## src/rtl/core/cdq_pkg.sv

```systemverilog
`timescale 1ns / 1ps
// ----------------------------------------------------------------------------
// cdq_pkg
// shared types and codes for the circular deque
// ----------------------------------------------------------------------------
package cdq_pkg;

    localparam int unsigned OpWidth     = 2;
    localparam int unsigned StatusWidth = 2;

    typedef enum logic [OpWidth-1:0] {
        OP_PUSH_REAR  = 2'd0,
        OP_PUSH_FRONT = 2'd1,
        OP_POP_REAR   = 2'd2,
        OP_POP_FRONT  = 2'd3
    } t_op;

    typedef enum logic [StatusWidth-1:0] {
        ST_OK        = 2'd0,
        ST_OVERFLOW  = 2'd1,
        ST_UNDERFLOW = 2'd2
    } t_status;

    typedef enum logic {
        S_IDLE,
        S_DRAIN
    } t_state;

    typedef struct packed {
        logic push_rear;
        logic push_front;
        logic pop_rear;
        logic pop_front;
        logic shift;
    } t_cell_ctl;

endpackage

```

## src/rtl/core/cdq_cell.sv

```systemverilog
`timescale 1ns / 1ps
// ----------------------------------------------------------------------------
// cdq_cell
// one slot of the deque row, with a hand-off stage for rear pops
// ----------------------------------------------------------------------------
module cdq_cell
    import cdq_pkg::*;
#(
    parameter int unsigned DATA_WIDTH = 32
) (
    input  logic                  i_clk,
    input  logic                  i_rst_n,
    input  t_cell_ctl             i_ctl,
    input  logic [DATA_WIDTH-1:0] i_din,
    input  logic [DATA_WIDTH-1:0] i_prev_data,
    input  logic                  i_prev_valid,
    input  logic [DATA_WIDTH-1:0] i_next_data,
    input  logic                  i_next_valid,
    input  logic [DATA_WIDTH-1:0] i_next_hand,
    input  logic                  i_next_tok,
    output logic [DATA_WIDTH-1:0] o_data,
    output logic                  o_valid,
    output logic [DATA_WIDTH-1:0] o_hand,
    output logic                  o_tok
);

    logic [DATA_WIDTH-1:0] r_data, n_data;
    logic                  r_valid, n_valid;
    logic [DATA_WIDTH-1:0] r_hand, n_hand;
    logic                  r_tok, n_tok;
    logic                  w_rear_free;
    logic                  w_rear_last;

    // this cell is the first empty slot / the last occupied slot
    assign w_rear_free = !r_valid && i_prev_valid;
    assign w_rear_last = r_valid && !i_next_valid;

    always_comb begin
        n_data  = r_data;
        n_valid = r_valid;
        n_hand  = r_hand;
        n_tok   = r_tok;
        if (i_ctl.push_front) begin
            n_data  = i_prev_data;
            n_valid = i_prev_valid;
        end else if (i_ctl.pop_front) begin
            n_data  = i_next_data;
            n_valid = i_next_valid;
        end else if (i_ctl.push_rear && w_rear_free) begin
            n_data  = i_din;
            n_valid = 1'b1;
        end else if (i_ctl.pop_rear && w_rear_last) begin
            n_valid = 1'b0;
            n_hand  = r_data;
            n_tok   = 1'b1;
        end else if (i_ctl.shift) begin
            n_hand  = i_next_hand;
            n_tok   = i_next_tok;
        end
    end

    always_ff @(posedge i_clk) begin
        if (!i_rst_n) begin
            r_valid <= 1'b0;
            r_tok   <= 1'b0;
        end else begin
            r_valid <= n_valid;
            r_tok   <= n_tok;
        end
    end

    always_ff @(posedge i_clk) begin
        r_data <= n_data;
        r_hand <= n_hand;
    end

    assign o_data  = r_data;
    assign o_valid = r_valid;
    assign o_hand  = r_hand;
    assign o_tok   = r_tok;

endmodule

```

## src/rtl/core/cdq_ctrl.sv

```systemverilog
`timescale 1ns / 1ps
// ----------------------------------------------------------------------------
// cdq_ctrl
// request decode, occupancy count, result register and rear-pop wait
// ----------------------------------------------------------------------------
module cdq_ctrl
    import cdq_pkg::*;
#(
    parameter int unsigned DEPTH      = 16,
    parameter int unsigned DATA_WIDTH = 32,
    localparam int unsigned CntWidth  = $clog2(DEPTH + 1)
) (
    input  logic                  i_clk,
    input  logic                  i_rst_n,
    input  logic                  i_req_valid,
    output logic                  o_req_ready,
    input  t_op                   i_opcode,
    input  logic                  i_res_ready,
    output logic                  o_res_valid,
    output t_status               o_status,
    output logic [DATA_WIDTH-1:0] o_data_out,
    output logic [CntWidth-1:0]   o_occupancy,
    input  logic [DATA_WIDTH-1:0] i_front_data,
    input  logic [DATA_WIDTH-1:0] i_hand,
    input  logic                  i_tok,
    output t_cell_ctl             o_ctl
);

    t_state                r_state, n_state;
    logic [CntWidth-1:0]   r_count, n_count;
    logic                  r_res_valid, n_res_valid;
    t_status               r_status, n_status;
    logic [DATA_WIDTH-1:0] r_data_out, n_data_out;
    logic [CntWidth-1:0]   r_occ, n_occ;
    logic                  w_out_free;
    logic                  w_accept;
    logic                  w_is_push;
    logic                  w_full;
    logic                  w_empty;
    logic                  w_ok;
    logic                  w_load;

    assign w_out_free = !r_res_valid || i_res_ready;
    assign w_is_push  = (i_opcode == OP_PUSH_REAR) || (i_opcode == OP_PUSH_FRONT);
    assign w_full     = (r_count == CntWidth'(DEPTH));
    assign w_empty    = (r_count == '0);
    assign w_ok       = w_is_push ? !w_full : !w_empty;

    always_comb begin
        n_state     = r_state;
        n_count     = r_count;
        n_status    = r_status;
        n_data_out  = r_data_out;
        n_occ       = r_occ;
        o_req_ready = 1'b0;
        o_ctl       = '0;
        w_accept    = 1'b0;
        w_load      = 1'b0;
        case (r_state)
            S_IDLE: begin
                o_req_ready = w_out_free;
                w_accept    = i_req_valid && w_out_free;
                if (w_accept) begin
                    n_status   = w_ok ? ST_OK : (w_is_push ? ST_OVERFLOW : ST_UNDERFLOW);
                    n_data_out = '0;
                    if (w_ok) begin
                        n_count = w_is_push ? r_count + 1'b1 : r_count - 1'b1;
                    end
                    n_occ = n_count;
                    o_ctl.push_rear  = w_ok && (i_opcode == OP_PUSH_REAR);
                    o_ctl.push_front = w_ok && (i_opcode == OP_PUSH_FRONT);
                    o_ctl.pop_rear   = w_ok && (i_opcode == OP_POP_REAR);
                    o_ctl.pop_front  = w_ok && (i_opcode == OP_POP_FRONT);
                    if (o_ctl.pop_front) begin
                        n_data_out = i_front_data;
                    end
                    if (o_ctl.pop_rear) begin
                        n_state = S_DRAIN;
                    end else begin
                        w_load = 1'b1;
                    end
                end
            end
            S_DRAIN: begin
                o_ctl.shift = !i_tok || w_out_free;
                if (i_tok && w_out_free) begin
                    w_load     = 1'b1;
                    n_status   = ST_OK;
                    n_data_out = i_hand;
                    n_occ      = r_count;
                    n_state    = S_IDLE;
                end
            end
            default: begin
                n_state = S_IDLE;
            end
        endcase
        n_res_valid = w_load || (r_res_valid && !i_res_ready);
    end

    always_ff @(posedge i_clk) begin
        if (!i_rst_n) begin
            r_state     <= S_IDLE;
            r_count     <= '0;
            r_res_valid <= 1'b0;
        end else begin
            r_state     <= n_state;
            r_count     <= n_count;
            r_res_valid <= n_res_valid;
        end
    end

    always_ff @(posedge i_clk) begin
        r_status   <= n_status;
        r_data_out <= n_data_out;
        r_occ      <= n_occ;
    end

    assign o_res_valid = r_res_valid;
    assign o_status    = r_status;
    assign o_data_out  = r_data_out;
    assign o_occupancy = r_occ;

endmodule

```

## src/rtl/core/circular_deque.sv

```systemverilog
`timescale 1ns / 1ps
// ----------------------------------------------------------------------------
// circular_deque
// double-ended queue of DEPTH words held in a row of shifting cells
// ----------------------------------------------------------------------------
// Requests arrive on the s_axis channel: an opcode (push rear, push front,
// pop rear, pop front) and a data word. Each request gives one result on
// m_axis: a status (ok, overflow, underflow), the popped word (zero unless
// a pop succeeded) and the occupancy after the step.
// The front word always sits in cell 0; a front push or pop shifts the whole
// row by one cell, a rear push fills the first empty cell.
// Pushes, front pops and failed requests show their result in the cycle
// after the request is taken. A rear pop hands the word down the row
// one cell per cycle to cell 0, from where its result is loaded.
// Throughput: one request per cycle while m_axis is not stalled; after a
// successful rear pop the next request waits until its result is loaded.
// The result register decouples the sides: a new request is taken while a
// result is held, as long as the register is free or drains that cycle.
// A stalled receiver holds the result and the block takes no new request.
// Reset empties the deque; cell data is not cleared.
// ----------------------------------------------------------------------------
module circular_deque
    import cdq_pkg::*;
#(
    parameter int unsigned DEPTH      = 16,
    parameter int unsigned DATA_WIDTH = 32,
    localparam int unsigned CntWidth  = $clog2(DEPTH + 1),
    localparam int unsigned InWidth   = ((OpWidth + DATA_WIDTH + 7) / 8) * 8,
    localparam int unsigned OutWidth  = ((StatusWidth + DATA_WIDTH + CntWidth + 7) / 8) * 8
) (
    input  logic                i_clk,
    input  logic                i_rst_n,
    input  logic                s_axis_tvalid,
    output logic                s_axis_tready,
    input  logic [InWidth-1:0]  s_axis_tdata,   // opcode, data_in
    output logic                m_axis_tvalid,
    input  logic                m_axis_tready,
    output logic [OutWidth-1:0] m_axis_tdata    // status, data_out, occupancy
);

    t_op                   w_opcode;
    logic [DATA_WIDTH-1:0] w_din;
    t_status               w_status;
    logic [DATA_WIDTH-1:0] w_data_out;
    logic [CntWidth-1:0]   w_occ;
    t_cell_ctl             w_ctl;
    logic [DATA_WIDTH-1:0] w_data  [DEPTH];
    logic                  w_valid [DEPTH];
    logic [DATA_WIDTH-1:0] w_hand  [DEPTH];
    logic                  w_tok   [DEPTH];

    assign w_opcode = t_op'(s_axis_tdata[OpWidth-1:0]);
    assign w_din    = s_axis_tdata[OpWidth +: DATA_WIDTH];

    cdq_ctrl #(
        .DEPTH      (DEPTH),
        .DATA_WIDTH (DATA_WIDTH)
    ) u_ctrl (
        .i_clk        (i_clk),
        .i_rst_n      (i_rst_n),
        .i_req_valid  (s_axis_tvalid),
        .o_req_ready  (s_axis_tready),
        .i_opcode     (w_opcode),
        .i_res_ready  (m_axis_tready),
        .o_res_valid  (m_axis_tvalid),
        .o_status     (w_status),
        .o_data_out   (w_data_out),
        .o_occupancy  (w_occ),
        .i_front_data (w_data[0]),
        .i_hand       (w_hand[0]),
        .i_tok        (w_tok[0]),
        .o_ctl        (w_ctl)
    );

    for (genvar k = 0; k < DEPTH; k++) begin : g_cell
        logic [DATA_WIDTH-1:0] w_prev_data;
        logic                  w_prev_valid;
        logic [DATA_WIDTH-1:0] w_next_data;
        logic                  w_next_valid;
        logic [DATA_WIDTH-1:0] w_next_hand;
        logic                  w_next_tok;

        if (k == 0) begin : g_first
            assign w_prev_data  = w_din;
            assign w_prev_valid = 1'b1;
        end else begin : g_mid_prev
            assign w_prev_data  = w_data[k-1];
            assign w_prev_valid = w_valid[k-1];
        end

        if (k == DEPTH - 1) begin : g_last
            assign w_next_data  = '0;
            assign w_next_valid = 1'b0;
            assign w_next_hand  = '0;
            assign w_next_tok   = 1'b0;
        end else begin : g_mid_next
            assign w_next_data  = w_data[k+1];
            assign w_next_valid = w_valid[k+1];
            assign w_next_hand  = w_hand[k+1];
            assign w_next_tok   = w_tok[k+1];
        end

        cdq_cell #(
            .DATA_WIDTH (DATA_WIDTH)
        ) u_cell (
            .i_clk        (i_clk),
            .i_rst_n      (i_rst_n),
            .i_ctl        (w_ctl),
            .i_din        (w_din),
            .i_prev_data  (w_prev_data),
            .i_prev_valid (w_prev_valid),
            .i_next_data  (w_next_data),
            .i_next_valid (w_next_valid),
            .i_next_hand  (w_next_hand),
            .i_next_tok   (w_next_tok),
            .o_data       (w_data[k]),
            .o_valid      (w_valid[k]),
            .o_hand       (w_hand[k]),
            .o_tok        (w_tok[k])
        );
    end

    assign m_axis_tdata = OutWidth'({w_occ, w_data_out, w_status});

endmodule
```

## config.mk

```make
export PLATFORM = sky130hd
export DESIGN_NAME = circular_deque
export DESIGN_NICKNAME = d
export VERILOG_FILES = /design/src/rtl/core/cdq_pkg.sv /design/src/rtl/core/cdq_cell.sv /design/src/rtl/core/cdq_ctrl.sv /design/src/rtl/core/circular_deque.sv
export SDC_FILE = /design/constraint.sdc
export NUM_CORES = 1
export LEC_CHECK = 0
export BUFFER_PORTS_ARGS = -buffer_cell sky130_fd_sc_hd__buf_2
export CORE_UTILIZATION = 57
export CTS_BUF_LIST = sky130_fd_sc_hd__clkbuf_16
export CTS_CLUSTER_SIZE = 25
export DETAILED_ROUTE_END_ITERATION = 10
export HOLD_SLACK_MARGIN = 0.12
export PLACE_DENSITY = 0.73
export SYNTH_ARGS = -nofsm -noshare
export SYNTH_HDL_FRONTEND = slang
export SYNTH_SLANG_ARGS = --single-unit
```

## constraint.sdc

```tcl
create_clock -name i_clk -period 11.4 [get_ports i_clk]
set_clock_uncertainty 0.2 [all_clocks]
set_input_delay 2.28 -clock i_clk [delete_from_list [all_inputs] [get_ports i_clk]]
set_output_delay 2.28 -clock i_clk [all_outputs]
set_load 0.02 [all_outputs]
```

* Word level (Yosys, flattened, before mapping)
Index checks and enable logic that the tools add are counted.
W data, S select, Z words.
** Cells by class
- Bitwise operators :: 19
- Eq/ne operators :: 6
- Reductions and logical operators :: 147
- Add/sub/neg operators :: 2
- Multiplexer cells :: 203
** Operators with widths (number)
- $mux W32 :: 83
- $mux W1 :: 105
- $pmux W32 S2 :: 1
- $reduce_and A4 Y1 :: 16
- $reduce_bool A4 Y1 :: 16
- $logic_and A1 B1 Y1 :: 54
- $reduce_bool A3 Y1 :: 16
- $reduce_bool A2 Y1 :: 16
- $logic_not A1 Y1 :: 21
- $mux W5 :: 4
- $not A1 Y1 :: 19
- $pmux W5 S2 :: 1
- $mux W2 :: 4
- $mux W4 :: 2
- $add A5 B1 Y5 const B :: 1
- $eq A5 B5 Y1 const B :: 1
- $logic_not A5 Y1 :: 1
- $sub A5 B1 Y5 const B :: 1
- $eq A2 B2 Y1 const B :: 2
- $logic_or A1 B1 Y1 :: 4
- $pmux W1 S2 :: 2
- $pmux W2 S2 :: 1
- $reduce_and A2 Y1 :: 2
- $eq A2 B1 Y1 const B :: 1
- 3 further kinds :: 3
** Word-level totals
- Input port bits :: 44
- Output and inout port bits :: 42
- Register bits :: 1102

* Longest topological paths before layout
- Word-level depth :: 11
- Gate-level depth with buffers :: 8
- Gate-level depth less buffers :: 5

* By module
From an unflattened synthesis, not the netlist that was laid out.
** Second synthesis, totals
- Cell total of the unflattened synthesis :: 4865
- Area, all modules :: 52250.1 µm²
** By module, submodules not included
- cdq_cell :: area each 3124.2 µm², cells each 293, instances 16
- cdq_ctrl :: area each 2247.2 µm², cells each 174, instances 1
- circular_deque :: area each 15.0 µm², cells each 3, instances 1

* Least setup slack after synthesis
Ideal clock, no wire load.
- Path kind :: input to register
- Start :: input s_axis_tdata[1]
- End :: register g_cell[15].u_cell.r_data[0] (enable)
- Arrival time :: 4.744 ns
- Slack :: 6.024 ns
- Stages on the path :: 5
- Setup time :: 0.432 ns
- Data required time :: 10.768 ns
- Path through :: buf_2 clkbuf_1 clkbuf_1 or3_1 a21oi_1
** Between the ends
- Cells in the longest elaborated chain, start to end :: 8
- Elaborated cells between the ends (all ways) :: 12
** Ends and longest elaborated chain
- start: declaration :: line circular_deque.sv:35 : input logic [InWidth-1:0] s_axis_tdata,
- $eq A2 B1 Y1 / $logic_not A2 Y1 (equally long branches) :: line cdq_ctrl.sv:44, cdq_ctrl.sv:71, cdq_ctrl.sv:70
- $logic_or A1 B1 Y1 :: line cdq_ctrl.sv:44 : assign w_is_push = (i_opcode == OP_PUSH_REAR) || (i_opcode == OP_PUSH_FRONT);
- $mux W1 :: line cdq_ctrl.sv:47 : assign w_ok = w_is_push ? !w_full : !w_empty;
- $logic_and A1 B1 Y1 :: line cdq_ctrl.sv:70 : o_ctl.push_rear = w_ok && (i_opcode == OP_PUSH_REAR);
- $mux W4 * :: line cdq_ctrl.sv:63 : if (w_accept) begin
- $mux W4 * :: line cdq_ctrl.sv:59 : case (r_state)
- $logic_and A1 B1 Y1 :: line cdq_cell.sv:49 : end else if (i_ctl.push_rear && w_rear_free) begin
- $reduce_bool A3 Y1 (no source line) *
- end signal: assignment :: line cdq_cell.sv:73 : r_data <= n_data;
- end: declaration :: line cdq_cell.sv:27 : logic [DATA_WIDTH-1:0] r_data, n_data;
Every way passes the cells marked *; elsewhere a longest branch is shown, timed or not.
A chain may end at the register's enable or synchronous reset.

* Worst setup path in the final report
- Start :: input s_axis_tdata[1]
- End :: register g_cell[6].u_cell.r_hand[21] (enable)
** Between the ends
- Cells in the longest elaborated chain, start to end :: 9
- Elaborated cells between the ends (all ways) :: 19
** Ends and longest elaborated chain
- $eq A2 B1 Y1 / $logic_not A2 Y1 (equally long branches) :: line cdq_ctrl.sv:44, cdq_ctrl.sv:71, cdq_ctrl.sv:70
- $logic_or A1 B1 Y1 :: line cdq_ctrl.sv:44
- $mux W1 :: line cdq_ctrl.sv:47
- $logic_and A1 B1 Y1 (on tied branches) :: line cdq_ctrl.sv:72, cdq_ctrl.sv:70
- $mux W4 * :: line cdq_ctrl.sv:63
- $mux W4 * :: line cdq_ctrl.sv:59
- $logic_and A1 B1 Y1 (on tied branches) :: line cdq_cell.sv:52, cdq_cell.sv:49
- $reduce_bool A2 Y1 (no source line) / $not A1 Y1 (equally long branches)
- $reduce_and A4 Y1 (no source line) *
- end signal: assignment :: line cdq_cell.sv:74 : r_hand <= n_hand;
- end: declaration :: line cdq_cell.sv:29 : logic [DATA_WIDTH-1:0] r_hand, n_hand;
Marked as above.

==> summary.txt <==
Power
  – Net Sw Frac: between 20% and 30%
  – Comb power frac: roughly a tenth
  – LEAKAGE: about 19 nW
  – Peak supply drop: 0.102 mV
  – Int Pwr: a little over 0.007 W
  – PD cells: between 150 and 200 nW/um2
  – Sw power: between 0.002 and 0.0025 W
  – Seq pwr share: 52.8%
  – Clock power frac: 36.6%

Finish
  – Area of the multi-input gates: 15500 um2
  – Non-Filler Instances: ~4500
  – Share of cells above drive strength 1: between 20% and 30%
  – Number of nets in the layout: 3296
  – Reg area: between 30000 and 40000 um2
  – Final design utilization: 63.4%
  – Area grow syn2layout: 10.1%
  – FILL cells: roughly 6100

Placed design
  – Inst Count DP: between 4000 and 5000
  – Gpl congestion: between 0.8 and 0.9
  – Place WS: ~4.4 ns
  – PortBufs: around 80
  – DP HPWL: between 70000 and 80000 um

Floorplan
  – Die Ht: approximately 300 um
  – Chip Width: 295 um
  – Rows: about 110
  – I/O Pins: 86
  – Core area: ~85000 um2
  – Initial Utilization: 57.6%
  – Die Area: just under 90000 um2

STA
  – Final Setup Violations: 0
  – Min Tclk post-route: around 6.3 ns
  – Setup TNS: 0 ns
  – Final hold violations: 0
  – Final Slew Violations: 0
  – Worst-Margin Slew: 1.41 ns
  – Fmax: roughly 160 MHz
  – Final period util: between 50 and 60%
  – Final setup margin: 5.11 ns
  – RSZ-0062 raised after global routing: false
  – Worst relative slew slack: 5.94%

Global routing
  – Vias in the first global route: between 20000 and 30000
  – GR Overflow Total: 0
  – All-Layer GR Usage: a little over a quarter
  – Largest net degree at the start of global routing: between 150 and 200
  – Antenna violations before repair: 1
  – First-pass GRT wire length: roughly 170000 um

Clock tree
  – Cts hold-fix bufs: 0
  – Worst-case clock buffer depth: 3
  – CTS-repair resized insts: 0
  – Clock latency on the worst-skew pair: ~0.68 ns
  – H-tree levels: 3
  – CTS tree: done
  – Clk slew on worst S/H paths: 0.06 ns
  – Clk sinks: 1102
  – Root Buffer: clkbuf_16
  – Postcts setup bufs: 0
  – TritonCTS buffer count: between 100 and 150

Run status
  – Outcome: complete, no violations

Critical path
  – Startpoint type of the worst setup path: input pin
  – Reg2Reg Setup Slack: ~7.0 ns
  – CP required: approximately 11 ns
  – Crit. End Element: register
  – CP arrival: roughly 6.4 ns
  – Crit Path Max Fanout: approximately 80
  – CP Class: input pin to register

Logic synthesis
  – Count of unique library cells instantiated by Yosys: 53
  – Yosys Warn Count: 0
  – Average size of a mapped cell: 15.1 um2
  – Area contributors post-synth: edfxtp_1, mux2i_1, mux2_2
  – Synth Instances: between 3000 and 4000
  – EDFF count, synth: around 1100
  – FFs w/ async S/R, synth: 0%
  – Yosys top cell area share: about 65%
  – Sequential fraction of the synthesis area: about two thirds
  – Ys flop type: edfxtp_1
  – Synth area leader: edfxtp_1
  – Syn Nets: between 3000 and 4000
  – Seq cells post-synth: approximately 1100
  – Post-Syn Area: between 40000 and 50000 um2

Flow run
  – Max-Cap Viols: 0

Drt
  – Total wire length: about 120000 um
  – Pre-antenna DRT Iters: 5
  – Mean routed wirelength per cell: approximately 26 um
  – Initial DRC count: between 2000 and 3000
  – Routed vias: 28100
  – Post-route DRC: 0
  – DR vias/cell: between 6 and 7
  – Routed Antenna Nets: 0

Worst hold path
  – Worst Hold Class: register to register
-- logic make-up (layout without fill, tap and decap cells) --
| group | count (synthesis) | in the layout | synth area share, % |
|---|---|---|---|
| AOI/OAI and AO/OA | 610 | 610 | 6.72 |
| and+or+nand+nor | 295 | 295 | 2.83 |
| DFF | 1102 | 1102 | 66.7 |
| muxes | 976 | 976 | 21.2 |
| adders and majority gates | 4 | 4 | 0.117 |
| other | 1 | 2 | 0.00764 |
| buffers and inverters | 259 | 348 | 2.35 |
| xor gates and xnor gates | 4 | 4 | 0.0867 |
-- stage by stage --
step	power [W]	hold WS (ns)	cell area, um2
floorplan	0.00574	0.236	49100
global placement	0.00608	0.256	50500
detailed placement	0.00614	0.271	50500
CTS	0.00961	0.279	54000
global route	0.00987	0.304	54000
finish	0.00958	0.281	54000
-- path summary, 6_finish.rpt --
kind                                              start                           to  depth (start not counted)
worst max register to register        u_ctrl.r_count[4]  g_cell[6].u_cell.o_hand[21]                          5
worst min register to register  g_cell[15].u_cell.o_tok      g_cell[15].u_cell.o_tok                          2
worst max-delay path                    s_axis_tdata[1]  g_cell[6].u_cell.o_hand[21]                          6
worst min-delay path            g_cell[15].u_cell.o_tok      g_cell[15].u_cell.o_tok                          2
-- layer usage --
metal,vias up,track usage (%),share of wire [%]
li1,12600,-,-
met1,14200,40.4,45
met2,1200,40.1,45
met3,148,4.61,8.7
met4,4,6.42,1.9
met5,-,0,0.020
-- synthesized netlist by cell type, drive strengths merged, types with 2 or more instances --
library cell and n:
edfxtp 1063, mux2 512, a21oi 491, mux2i 464, nand2 160, clkbuf 153, buf 97, o21ai 71
nor2 57, dfxtp 39, and3 32, nand3b 15, o32a 14, o221a 13, nand3 10, inv 8
nand2b 5, or4 4, a211oi 3, ha 3, nor3 3, or3 3, xor2 3, a2111oi 2
a21o 2, a31oi 2, nor2b 2, nor4 2, o211a 2, o31ai 2
-- flip-flops by register name, indices dropped and copies added (netlist names) --
signal,count
g_cell.u_cell.o_data,512
g_cell.u_cell.o_hand,512
u_ctrl.o_status,2
u_ctrl.r_state,1
u_ctrl.r_count,5
g_cell.u_cell.o_valid,16
g_cell.u_cell.o_tok,16
u_ctrl.o_data_out,32
u_ctrl.o_res_valid,1
u_ctrl.o_occupancy,5
-- area by class of cell --
| cell class | count | share of cell area (%) |
|---|---|---|
| Sequential cell | 1102 | 60.5 |
| Multi-Input combinational cell | 1890 | 28.7 |
| Clock buffer | 112 | 5.19 |
| Tap cell | 1144 | 2.65 |
| Timing Repair Buffer | 136 | 1.62 |
| Clock inverter | 91 | 1.24 |
| Inverter | 9 | 0.0625 |
| Antenna cell | 1 | 0.00463 |
-- worst max-delay path, stage by stage --
cell       delay, ns
buf_8           0.54
nand2b_1        0.50
a2111oi_4       0.39
buf_4           0.65
nand3b_2        0.87
nand2_2         1.02
-- power by group through the flow --
stage          clock [W]  combinational, W  sequential (W)
4_1_cts          0.00355           0.00101         0.00505
6_report         0.00351           0.00102         0.00506
5_1_grt          0.00369           0.00109         0.00509
3_5_place_dp           0           0.00100         0.00514
3_3_place_gp           0          0.000965         0.00512
2_1_floorplan          0          0.000664         0.00507
-- placed cells by master, fill, tap and decap left out, drive strengths merged, types with 14 or more instances in the layout --
cell / synthesis / final
o32a: 14 / 14
nand2: 160 / 160
inv: 8 / 37
dfxtp: 39 / 39
and3: 32 / 32
nand3b: 15 / 15
edfxtp: 1063 / 1063
nor2: 57 / 57
mux2: 512 / 512
mux2i: 464 / 464
clkinv: 1 / 52
clkbuf: 153 / 112
a21oi: 491 / 491
o21ai: 71 / 71
buf: 97 / 136
No activity file was read; power rests on OpenSTA's default activity.
